**config.mk**
```make
export PLATFORM = sky130hd
export DESIGN_NAME = cpw_apb_regs
export DESIGN_NICKNAME = d
export VERILOG_FILES = /design/src/hdl/camera_pixel_to_world_transform_assert.svh /design/src/hdl/cpw_pkg.sv /design/src/hdl/cpw_apb_regs.sv
export SDC_FILE = /design/constraint.sdc
export NUM_CORES = 1
export LEC_CHECK = 0
export ABC_AREA = 1
export BUFFER_PORTS_ARGS = -buffer_cell sky130_fd_sc_hd__buf_2
export CORE_UTILIZATION = 35
export CTS_BUF_LIST = sky130_fd_sc_hd__clkbuf_16
export CTS_CLUSTER_DIAMETER = 80
export DETAILED_ROUTE_END_ITERATION = 10
export PLACE_DENSITY = 0.68
export REMOVE_ABC_BUFFERS = 1
export SYNTH_ARGS = -nofsm -noshare
export SYNTH_HDL_FRONTEND = slang
export SYNTH_SLANG_ARGS = --single-unit
```
**constraint.sdc**
```tcl
create_clock -name clk_i -period 2.61 [get_ports clk_i]
set_clock_uncertainty 0.2 [all_clocks]
set_input_delay 0.261 -clock clk_i [delete_from_list [all_inputs] [get_ports clk_i]]
set_output_delay 0.261 -clock clk_i [all_outputs]
set_load 0.02 [all_outputs]
```
**src/hdl/camera_pixel_to_world_transform_assert.svh**
```systemverilog
// Assertion macros shared by the camera pixel to world transform RTL
`ifndef CAMERA_PIXEL_TO_WORLD_TRANSFORM_ASSERT_SVH
`define CAMERA_PIXEL_TO_WORLD_TRANSFORM_ASSERT_SVH
`ifndef NO_ASSERTIONS
// Check a property on every rising clock edge outside reset
`define CPW_ASSERT(lbl, prop, msg) \
  lbl: assert property (@(posedge clk_i) disable iff (!rst_ni) prop) \
    else $error(msg);
// Check that a condition never holds outside reset
`define CPW_ASSERT_NEVER(lbl, cond, msg) \
  lbl: assert property (@(posedge clk_i) disable iff (!rst_ni) !(cond)) \
    else $error(msg);
`else
`define CPW_ASSERT(lbl, prop, msg)
`define CPW_ASSERT_NEVER(lbl, cond, msg)
`endif
`endif

```
**src/hdl/cpw_pkg.sv**
```systemverilog
// Types, constants and helper functions for the camera pixel to world transform
package cpw_pkg;

  // Field types
  typedef logic signed [31:0] q16_t;
  typedef logic        [31:0] uq16_t;
  typedef logic        [15:0] angle_t;
  typedef logic        [11:0] pix_t;
  typedef logic        [23:0] scale_t;

  // APB geometry
  localparam int APB_ADDR_W = 4;
  localparam int APB_DATA_W = 32;

  // Register indexes
  typedef enum logic [1:0] {
    REG_CENTER_X     = 2'd0,
    REG_CENTER_Y     = 2'd1,
    REG_MPP          = 2'd2,
    REG_FRAME_OFFSET = 2'd3
  } reg_idx_e;

  // Register reset values
  localparam pix_t   CENTER_X_RST     = 12'd320;
  localparam pix_t   CENTER_Y_RST     = 12'd240;
  localparam scale_t MPP_RST          = 24'd4439;
  localparam angle_t FRAME_OFFSET_RST = 16'd0;

  // Quarter turn in binary angle units
  localparam angle_t QUARTER_TURN = 16'h4000;

  // Q2.30 constants
  localparam longint ONE_Q30     = 64'sd1073741824;
  localparam longint HALF_PI_Q30 = 64'sd1686629713;

  typedef struct packed {
    pix_t   center_x;
    pix_t   center_y;
    scale_t mpp;
    angle_t frame_offset;
  } cfg_t;

  // Sine and cosine of one angle: quarter-wave magnitude and sign
  typedef struct packed {
    logic        sin_neg;
    logic [30:0] sin_mag;
    logic        cos_neg;
    logic [30:0] cos_mag;
  } trig_t;

  // Sine of a first-quarter phase, Q2.30, evaluated at elaboration for the table
  function automatic logic [30:0] quarter_sine(input longint p, input int qbits);
    longint x;
    longint x2;
    longint t;
    longint r;
    x  = (p * HALF_PI_Q30) >>> qbits;
    x2 = (x * x) >>> 30;
    t  = ONE_Q30 - x2 / 110;
    t  = ONE_Q30 - ((x2 * t) >>> 30) / 72;
    t  = ONE_Q30 - ((x2 * t) >>> 30) / 42;
    t  = ONE_Q30 - ((x2 * t) >>> 30) / 20;
    t  = ONE_Q30 - ((x2 * t) >>> 30) / 6;
    r  = (x * t) >>> 30;
    if (r > ONE_Q30) begin
      r = ONE_Q30;
    end
    if (r < 0) begin
      r = 0;
    end
    return r[30:0];
  endfunction

  // Apply the quadrant sign to a table magnitude
  function automatic q16_t apply_sign(input logic neg, input logic [30:0] mag);
    q16_t m;
    m = signed'({1'b0, mag});
    return neg ? -m : m;
  endfunction

  // Round a product slice (bits 61:29 of a Q16.16 x Q2.30 product) to Q16.16
  function automatic logic [31:0] round_prod(input logic [32:0] v);
    return v[32:1] + {31'd0, v[0]};
  endfunction

endpackage

```
**src/hdl/cpw_apb_regs.sv**
```systemverilog
// APB configuration registers: image centre, pixel scale and frame offset angle
module cpw_apb_regs (
  input  logic                              clk_i,
  input  logic                              rst_ni,
  input  logic                              psel,
  input  logic                              penable,
  input  logic                              pwrite,
  input  logic [cpw_pkg::APB_ADDR_W-1:0]    paddr,
  input  logic [cpw_pkg::APB_DATA_W-1:0]    pwdata,
  output logic [cpw_pkg::APB_DATA_W-1:0]    prdata,
  output logic                              pready,
  output cpw_pkg::cfg_t                     cfg_o
);

  cpw_pkg::cfg_t    cfg_q;
  cpw_pkg::reg_idx_e reg_idx;
  logic             wr_en;

  assign pready  = 1'b1;
  assign reg_idx = cpw_pkg::reg_idx_e'(paddr[3:2]);
  assign wr_en   = psel && penable && pwrite && pready;

  // Write the addressed register on the access phase
  always_ff @(posedge clk_i or negedge rst_ni) begin
    if (!rst_ni) begin
      cfg_q.center_x     <= cpw_pkg::CENTER_X_RST;
      cfg_q.center_y     <= cpw_pkg::CENTER_Y_RST;
      cfg_q.mpp          <= cpw_pkg::MPP_RST;
      cfg_q.frame_offset <= cpw_pkg::FRAME_OFFSET_RST;
    end else if (wr_en) begin
      unique case (reg_idx)
        cpw_pkg::REG_CENTER_X:     cfg_q.center_x     <= pwdata[11:0];
        cpw_pkg::REG_CENTER_Y:     cfg_q.center_y     <= pwdata[11:0];
        cpw_pkg::REG_MPP:          cfg_q.mpp          <= pwdata[23:0];
        cpw_pkg::REG_FRAME_OFFSET: cfg_q.frame_offset <= pwdata[15:0];
        default: ;
      endcase
    end
  end

  // Read back the addressed register
  always_comb begin
    unique case (reg_idx)
      cpw_pkg::REG_CENTER_X:     prdata = {20'd0, cfg_q.center_x};
      cpw_pkg::REG_CENTER_Y:     prdata = {20'd0, cfg_q.center_y};
      cpw_pkg::REG_MPP:          prdata = {8'd0, cfg_q.mpp};
      cpw_pkg::REG_FRAME_OFFSET: prdata = {16'd0, cfg_q.frame_offset};
      default:                   prdata = '0;
    endcase
  end

  assign cfg_o = cfg_q;

endmodule

```
-- Word level (Yosys, flattened, before mapping)
Cells that the tools add are included.
- add/sub/neg operators: 0
- $mul: 0
- divide/modulo/power cells: 0
- magnitude comparators: 0
- equality and inequality tests: 3
- shifts and indexed selects: 0
- mux-type cells: 1
- bitwise logic cells: 0
- reduce and logical (&&, ||, !) cells: 7
- operators with widths (operator ; number):
    32-bit one-hot mux with 4 select lines ; 1
    2-bit AND reduction ; 4
    2-bit == test (second input constant) ; 2
    2-bit by 1-bit == test with 1-bit output (second input constant) ; 1
    1-bit logical AND ; 2
    2-bit zero test ; 1
- flip-flop bits (word level): 64
- bits in latches: 0
- bits in writable memories: 0
- bits in read-only memories: 0
- input bits: 41
- output and inout port bits: 97
- logic and storage cells: 15
- memories: 0

-- Logic depth before layout (Yosys ltp)
Gate-level depths: netlist of the first run.
- depth after elaboration: 3
- gate-level depth with buffers: 8
- gate-level depth less buffers: 6

-- Least setup slack after synthesis of the first run
OpenSTA, ideal clock, no wires.
- kind: input to output
- from: in paddr[2] in the netlist's numbering
- to: out prdata[0] in the netlist's numbering
- arrival: 0.958 ns
- required time: 2.149 ns
- setup slack: 1.191 ns
- cell stages on the path: 5
- buffers on the path: 2
- path through: buf_6 > nor2_2 > buf_2 > nand2_1 > nand4_1
- longest elaborated chain between the ends: 2
- elaborated cells between the ends (all ways): 5
- those cells by class: eq/ne (3); mux (1); reduce/logical (1)
- ends and longest elaborated chain (item ; line ; source):
    start: declaration ; cpw_apb_regs.sv:8 ; input logic [cpw_pkg::APB_ADDR_W-1:0] paddr,
    2-bit == test (tied with other cells) ; cpw_apb_regs.sv:43 ; unique case (reg_idx)
    32-bit one-hot mux with 4 select lines (*) ; cpw_apb_regs.sv:43 ;
    end: declaration ; cpw_apb_regs.sv:10 ; output logic [cpw_pkg::APB_DATA_W-1:0] prdata,
Mark *: on every way between the ends. The rest lies on a longest branch, timed or not. The select of a mux whose other input is x is not followed.

-- Worst setup path in the final report of the first run
- from: in paddr[2] in the netlist's numbering
- to: out prdata[2] in the netlist's numbering
The elaborated chain is that of the path after synthesis.

==> results of run 1 <==
[cells in the mapped netlist]
| master | n | area, um2 |
|---|---|---|
| buf_2 | 7 | 35.0 |
| buf_4 | 12 | 90.1 |
| buf_6 | 8 | 90.1 |
| clkbuf_1 | 1 | 3.75 |
| conb_1 | 2 | 7.51 |
| dfrtp_1 | 51 | 1280 |
| dfstp_2 | 13 | 342 |
| inv_1 | 10 | 37.5 |
| inv_2 | 3 | 11.3 |
| inv_6 | 1 | 8.76 |
| nand2_1 | 220 | 826 |
| nand2_2 | 3 | 18.8 |
| nand2_4 | 1 | 11.3 |
| nand2_8 | 1 | 20.0 |
| nand3_1 | 36 | 180 |
| nand3_2 | 1 | 10.0 |
| nand4_1 | 12 | 75.1 |
| nor2_1 | 8 | 30.0 |
| nor2_2 | 3 | 18.8 |
| nor2_4 | 3 | 33.8 |
[critical path: stages]
cell     delay (ps)
buf_2           260
nor2_2          630
nand2_1         100
nand4_1         120
buf_2           170
[what timing repair did]
item | 4_1_cts | 5_1_grt
gates resized for setup | 0 | 0
hold buffers | 25 | 0
endpoints found under the setup margin | 0 | 0
hold endpoints to repair | 83 | 0
buffers inserted | 0 | 0
[per-layer routing]
layer	wire (um)	up-vias	track usage [%]
met4	141	0	6.62
met5	0	-	0
met1	4080	1396	26.5
li1	-	1493	-
met3	545	13	4.54
met2	4320	108	31.8
[where the power goes]
group | total, W | internal (W) | switching [W]
combinational | 0.000993 | 0.000334 | 0.000659
clock | 0.00125 | 0.000826 | 0.000428
sequential | 0.00139 | 0.00123 | 0.000164
total | 0.00364 | 0.00239 | 0.00125
[logic make-up after synthesis]
group / after synthesis / synth area share (%)
flops: 64 / 51.8
other cells: 2 / 0.240
buf+inv: 42 / 8.85
simple gates: 288 / 39.2
[worst max-delay path by stage]
| stage | slack, ps | end | cells after the start | startpoint |
|---|---|---|---|---|
| floorplan | 1270 | prdata[5] | 2 | cfg_o[45]$_DFFE_PN1P_ |
| CTS | 580 | prdata[6] | 5 | paddr[2] |
| global placement | 450 | cfg_o[59]$_DFFE_PN0P_ | 5 | paddr[2] |
| detailed placement | 400 | cfg_o[61]$_DFFE_PN0P_ | 5 | paddr[2] |
| global route | 500 | prdata[6] | 5 | paddr[2] |
| finish | 600 | prdata[2] | 5 | paddr[2] |
[stage by stage]
step	hold slack (ps)	cell area [um2]	power [W]	cells	utilization (%)
2_1_floorplan	-235	2930	0.00196	375	-
4_1_cts	268	4260	0.00367	645	49.0
3_5_place_dp	135	3690	0.00238	604	42.6
3_3_place_gp	135	3690	0.00235	604	42.6
5_1_grt	279	4260	0.00384	645	49.0
6_report	269	4260	0.00364	645	49.0
[area by class of cell]
cell class	count	area (um2)
fillers	872	4420
well taps	108	135
repair buffers	146	876
clock inverters	7	86.3
clock buffers	9	225
multi-input cells	297	1260
flip-flops and latches	64	1620
inverters	14	57.6
==> results.tsv, run 1 <==
metric	value	unit
min_from	cfg_o[16]$_DFFE_PN1P_	
hold_class	flop to flop	
synth_cells	396	
yosys.cell_types.count	20	
yosysSeqAreaShare	51.8	%
min_period	2010	ps
clock-sinks	64	
status	finished, final reports clean	
ir_drop	0.000320	V
grt_pass1_wl	13.5	mm
pin_count	138	
layout_commonest_cell	nand2_1	
path_clk_slew	50	ps
diodes	0	
post-route-period-util	76.9	%
viasPerCell	4.67	
hold_end	cfg_o[16]$_DFFE_PN1P_	
drc_errors	0	
portBuffers	118	
timing.rr.start	cfg_o[47]$_DFFE_PN1P_	
core	8680	um2
nNetsFinal	573	
die_y	96.5	um
synth-seq-cells	64	
max_slew_margin	52.5	%
crit_path_end_kind	output port	
setup_viol	0	
die_area	9310	um2
start_util	36.0	%
numCtsBuffers	9	
clock_latency	320	ps
drtAntennaViolNets	0	
preCtsSetupSlack	402	ps
yosys_warnings	0	
grt_overflow	0	
startpoint_type	input pin	
avgSynthCellArea	7.89	um2
rsz0062_at_grt	no	
first_pass_iters	5	
fin_ws	602	ps
grt_usage	19.9	%
critPathRequiredTime	2150	ps
holdPathStages	2	
clock_path_buffers	2	
power.density	855	nW/um2
max_freq	498	MHz
synth_area	3130	um2
hpwl	5.85	mm
crit_type	input pin to output port	
r2r_end	cfg_o[47]$_DFFE_PN1P_	
rows	34	
layout_common_cells	nand2_1 (220), buf_2 (118), dfrtp_1 (51), nand3_1 (36), dlygate4sd3_1 (25)	
cts_tree	yes	
worstPathArrival	1550	ps
vias	3010	
drive_above_1_share	30.7	%
cts-root-buf	clkbuf_16	
largest_reg_flops	64	
drv_slew	0	
worstPathMaxFanout	19	
maxCapViolCount	0	
syn_to_final_growth	36.1	%
routedWlPerCell	14.1	um
tns	0	ps
p_leak	2.40	nW
gp_congestion	0.777	
grt_pass1_vias	2588	
fp.dieW	96.5	um
worst_pin_slew	712	ps
reg2reg_depth	2	
drt_iter0_drc	157	
hold_violations	0	
grt_start_max_net_pins	38	
rrSetupSlack	1670	ps
h-tree-depth	3	
wl	9.09	mm
grt_antenna_before_repair	0	
(Power assumes the default switching activity.)
==> run 2: changes to the inputs <==
--- a/config.mk
+++ b/config.mk
@@ -11,7 +11,7 @@
 export CTS_BUF_LIST = sky130_fd_sc_hd__clkbuf_16
 export CTS_CLUSTER_DIAMETER = 80
 export DETAILED_ROUTE_END_ITERATION = 10
-export PLACE_DENSITY = 0.68
+export PLACE_DENSITY = 0.71
 export REMOVE_ABC_BUFFERS = 1
 export SYNTH_ARGS = -nofsm -noshare
 export SYNTH_HDL_FRONTEND = slang
==> constraint.sdc (replaced) <==
create_clock -name clk_i -period 1.65 [get_ports clk_i]
set_clock_uncertainty 0.2 [all_clocks]
set_input_delay 0.165 -clock clk_i [delete_from_list [all_inputs] [get_ports clk_i]]
set_output_delay 0.165 -clock clk_i [all_outputs]
set_load 0.02 [all_outputs]
==> run 2 against run 1 <==
  * Design area grew 1.3%
  * Sequential cell count is the same
  * Sequential share of layout area is 0.50 points lower
  * Die area is the same
  * Critical path depth shrank 2
  * Final cell count grew 1.9%
  * Clock power up 30%
  * Routed wire length increased by 1.4%
  * Worst setup slack got worse by 510 ps
  * Via count increased by 1.1%
  * Sequential power is 58% higher
==> results.tsv, run 2 (same netlist as run 1, synthesis figures left out) <==
metric	value	unit
grt_pass1_vias	2908	
grt_antenna_before_repair	1	
hold_class	input pin to flop	
crit_path_end_kind	output port	
dpl_cell_area	3800	um2
endpoint	prdata[6]	
tns	0	ps
clock_path_buffers	2	
status	finished, final reports clean	
power.density	1250	nW/um2
max_slew_margin	66.4	%
die_y	96.5	um
cts_resized	0	
core	8680	um2
grt_usage	20.9	%
h-tree-depth	3	
fp.dieW	96.5	um
final_cell_area	4310	um2
seq_area	1620	um2
critPathRequiredTime	1280	ps
numCtsBuffers	9	
p_leak	2.44	nW
gp_congestion	0.727	
critPathLaunch	cfg_o[46]$_DFFE_PN1P_	
layout_common_cells	nand2_1 (220), buf_2 (118), dfrtp_1 (51), nand3_1 (36), dlygate4sd3_1 (25)	
first_pass_iters	4	
cts-root-buf	clkbuf_16	
viasPerCell	4.63	
die_area	9310	um2
nNetsFinal	584	
drc_errors	0	
syn_to_final_growth	38.0	%
grt_start_max_net_pins	65	
crit_type	flop to output port	
layout_commonest_cell	nand2_1	
hpwl	6.16	mm
r2r_end	cfg_o[58]$_DFFE_PN1P_	
pin_count	138	
ir_drop	0.000514	V
hold_violations	0	
clock_latency	310	ps
setup_viol	0	
wl	9.22	mm
vias	3042	
worst_pin_slew	503	ps
largest_reg_flops	64	
multiInputGateArea	1260	um2
drv_slew	0	
max_freq	640	MHz
grt_pass1_wl	14.5	mm
drive_above_1_share	31.6	%
reg2reg_depth	2	
routedWlPerCell	14.0	um
fillCellCount	853	
clock-sinks	64	
min_period	1560	ps
rows	34	
timing.rr.start	cfg_o[58]$_DFFE_PN1P_	
start_util	36.0	%
rrSetupSlack	690	ps
worstPathMaxFanout	3	
cts_tree	yes	
startpoint_type	flop	
path_clk_slew	50	ps
grt_overflow	0	
worstPathArrival	1200	ps
drtAntennaViolNets	0	
drt_iter0_drc	146	
whs	121	ps
portBuffers	118	
maxCapViolCount	0	
rsz0062_at_grt	no	
post-route-period-util	94.6	%
## run 2: cell types whose count changed in the layout (fill, tap and decap cells not counted)
| cell | before | now |
|---|---|---|
| buf_12 | 1 | 3 |
| buf_4 | 2 | 11 |
| bufinv_16 | 2 | 0 |
| clkinv_2 | 3 | 2 |
| diode_2 | 0 | 1 |
| inv_1 | 10 | 13 |
## run 2: report_power, final
group	internal (W)	switching (W)	leakage [nW]
Combinational	0.000541	0.00104	1.52
Sequential	0.00194	0.000259	0.784
Clock	0.000988	0.000640	0.136
## run 2: metal layers
metal	GRT usage [%]	share of wire, %	vias to the layer above
li1	-	-	1513
met1	25.4	44	1428
met2	37.3	50	99
met3	4.30	5.8	2
met4	5.51	0.24	0
met5	0	0	-
## run 2: worst min path at each step
stage | endpoint | depth (start not counted) | slack [ps] | startpoint
floorplan | cfg_o[0]$_DFFE_PN0P_ | 0 | -330 | rst_ni
global placement | cfg_o[27]$_DFFE_PN0P_ | 2 | 5 | rst_ni
detailed placement | cfg_o[11]$_DFFE_PN0P_ | 2 | 6 | rst_ni
CTS | cfg_o[46]$_DFFE_PN1P_ | 5 | 110 | paddr[2]
global route | cfg_o[46]$_DFFE_PN1P_ | 5 | 150 | paddr[2]
finish | cfg_o[46]$_DFFE_PN1P_ | 5 | 120 | paddr[2]
## run 2: cell type report
class	count	share of cell area (%)
repair buffers	157	22.8
well taps	108	3.13
clock inverters	7	0.754
diodes	1	0.0580
flip-flops and latches	64	37.5
inverters	14	1.33
multi-input cells	297	29.2
clock buffers	9	5.22
## run 2: repair_timing
action | CTS | global route
endpoints found under the hold margin | 128 | 0
setup buffers | 0 | 0
setup endpoints to repair | 0 | 0
hold buffers | 25 | 0
## run 2: through the flow
| stage | setup WS, ps | util, % | std cells | total power [W] |
|---|---|---|---|---|
| 6_report | 88.5 | 49.7 | 657 | 0.00541 |
| 5_1_grt | 6.41 | 49.7 | 656 | 0.00576 |
| 4_1_cts | 70.7 | 49.7 | 656 | 0.00547 |
| 3_5_place_dp | 55.3 | 43.8 | 615 | 0.00377 |
| 3_3_place_gp | 113 | 43.8 | 615 | 0.00373 |
| 2_1_floorplan | 407 | - | 375 | 0.00311 |
## run 2: worst max-delay path: stages, from the launching register on
cell	delay [ps]
dfstp_2	540
nand3_1	80
nand4_1	100
buf_2	160
==> run 3: changes to the inputs <==
--- a/config.mk
+++ b/config.mk
@@ -11,7 +11,7 @@
 export CTS_BUF_LIST = sky130_fd_sc_hd__clkbuf_16
 export CTS_CLUSTER_DIAMETER = 80
 export DETAILED_ROUTE_END_ITERATION = 10
-export PLACE_DENSITY = 0.71
+export GPL_ROUTABILITY_DRIVEN = 0
 export REMOVE_ABC_BUFFERS = 1
 export SYNTH_ARGS = -nofsm -noshare
 export SYNTH_HDL_FRONTEND = slang
==> run 3 against run 2 <==
  * Non-clock buffer count did not move
  * Critical path depth did not move
  * Sequential share of layout area barely moved
  * Design area barely moved
  * Die area did not move
  * Critical path type unchanged
  * Critical endpoint is now prdata[2]
==> results.tsv, run 3 (same netlist as run 1, synthesis figures left out) <==
metric	value	unit
status	finished, final reports clean	
drv_slew	0	
path_cells	nand3_1 -> nand4_1 -> buf_2	
drt_iter0_drc	121	
drive_above_1_share	31.4	%
routedWlPerCell	14.3	um
drt-met1-wl	4.23	mm
rsz0062_at_grt	no	
p_total	0.00543	W
first_pass_iters	4	
layout_commonest_cell	nand2_1	
rows	34	
fp.dieW	96.5	um
wl	9.35	mm
max_freq	633	MHz
min_period	1580	ps
maxCapViolCount	0	
p_clk_share	30.0	%
die_area	9310	um2
syn_to_final_growth	38.0	%
path_clk_slew	50	ps
grt_pass1_wl	14.5	mm
power.density	1260	nW/um2
vias	3064	
startpoint_type	flop	
viasPerCell	4.67	
highest_layer	met4	
final_core_util	49.7	%
wl_met2	4.44	mm
setup_viol	0	
comb_power_share	29.3	%
ir_drop	0.000464	V
p_sw_share	36.0	%
max_slew_margin	63.7	%
dpl_cell_area	3800	um2
seq_power_share	40.8	%
nNetsFinal	584	
hpwl	6.27	mm
clock_path_buffers	2	
p_leak	2.44	nW
worstPathArrival	1210	ps
grt_antenna_before_repair	0	
die_y	96.5	um
grt_usage	21.3	%
grt_pass1_vias	2806	
hold_class	input pin to asynchronous set/reset pin	
post_cts_buffers	0	
wl_met3	546	um
drtAntennaViolNets	0	
pin_count	138	
grt_overflow	0	
grt_start_max_net_pins	25	
path_buf_inv	1	
final_cell_area	4310	um2
diodes	0	
crit_path_end_kind	output port	
fillCellCount	869	
portBuffers	118	
cts_tree	yes	
tns	0	ps
critPathSlowestCell	dfstp_2	
p_sw	0.00195	W
drc_errors	0	
hold_violations	0	
h-tree-depth	3	
largest_reg_flops	64	
core	8680	um2
clock_latency	320	ps
critPathRequiredTime	1280	ps
worstPathMaxFanout	3	
clock-sinks	64	
numCtsBuffers	9	
start_util	36.0	%
worst_pin_slew	543	ps
layout_common_cells	nand2_1 (220), buf_2 (116), dfrtp_1 (51), nand3_1 (36), dlygate4sd3_1 (25)	
post-route-period-util	95.7	%
cts-root-buf	clkbuf_16	
crit_type	flop to output port	
cp_top_family	flip-flops	
cpPeakStageDelay	540	ps
intPower	0.00348	W
[run 3: changes by cell type in the layout (fill, tap and decap cells not counted)]
cell | before | now
buf_2 | 118 | 116
diode_2 | 1 | 0
buf_4 | 11 | 13
clkinv_2 | 2 | 1
inv_1 | 13 | 12
clkinv_1 | 1 | 3
[run 3: area by class of cell]
cell class | instances | area [um2] | share of cell area, %
Clock buffer | 9 | 225 | 5.22
Clock inverter | 7 | 31.3 | 0.725
Inverter | 14 | 57.6 | 1.33
Multi-Input combinational cell | 297 | 1260 | 29.2
Sequential cell | 64 | 1620 | 37.5
Tap cell | 108 | 135 | 3.13
Timing Repair Buffer | 157 | 988 | 22.9
[run 3: worst paths after layout]
path,from,to,slack (ps),cells after the start
max reg2reg,cfg_o[46]$_DFFE_PN1P_,cfg_o[46]$_DFFE_PN1P_,690,2
min reg2reg,cfg_o[20]$_DFFE_PN1P_,cfg_o[20]$_DFFE_PN1P_,270,2
max,cfg_o[18]$_DFFE_PN1P_,prdata[2],70,3
max in group asynchronous,rst_ni,cfg_o[16]$_DFFE_PN1P_,560,3
min,rst_ni,cfg_o[9]$_DFFE_PN0P_,120,2
min in group clk_i,penable,cfg_o[53]$_DFFE_PN0P_,120,5
[run 3: what timing repair did]
action,CTS,global route
resized for setup,0,2
hold buffers,25,0
hold endpoints to repair,116,0
endpoints found under the setup margin,0,2
[run 3: worst register-to-register path, delay by kind of cell, from the launching register on]
kind | cells | cell delay [ps]
flops | 1 | 550
simple gates | 2 | 150
[run 3: metal layers]
layer | vias to the layer above | global-route usage (%)
met5 | - | 0
met4 | 0 | 8.09
met3 | 12 | 4.46
met2 | 109 | 34.7
met1 | 1432 | 27.8
li1 | 1511 | -
[run 3: power groups by stage]
stage | combinational (W) | clock [W] | sequential [W]
2_1_floorplan | 0.000513 | 0 | 0.00259
3_3_place_gp | 0.00153 | 0 | 0.00222
3_5_place_dp | 0.00155 | 0 | 0.00223
4_1_cts | 0.00160 | 0.00165 | 0.00221
5_1_grt | 0.00176 | 0.00173 | 0.00226
6_report | 0.00159 | 0.00163 | 0.00221
[run 3: through the flow]
stage | cells | setup slack [ps] | hold WS, ps
2_1_floorplan | 375 | 407 | -331
3_3_place_gp | 615 | 68.1 | -69.5
5_1_grt | 656 | 13.9 | 147
3_5_place_dp | 615 | 47.8 | -74.6
6_report | 656 | 71.0 | 117
4_1_cts | 656 | 51.7 | 120
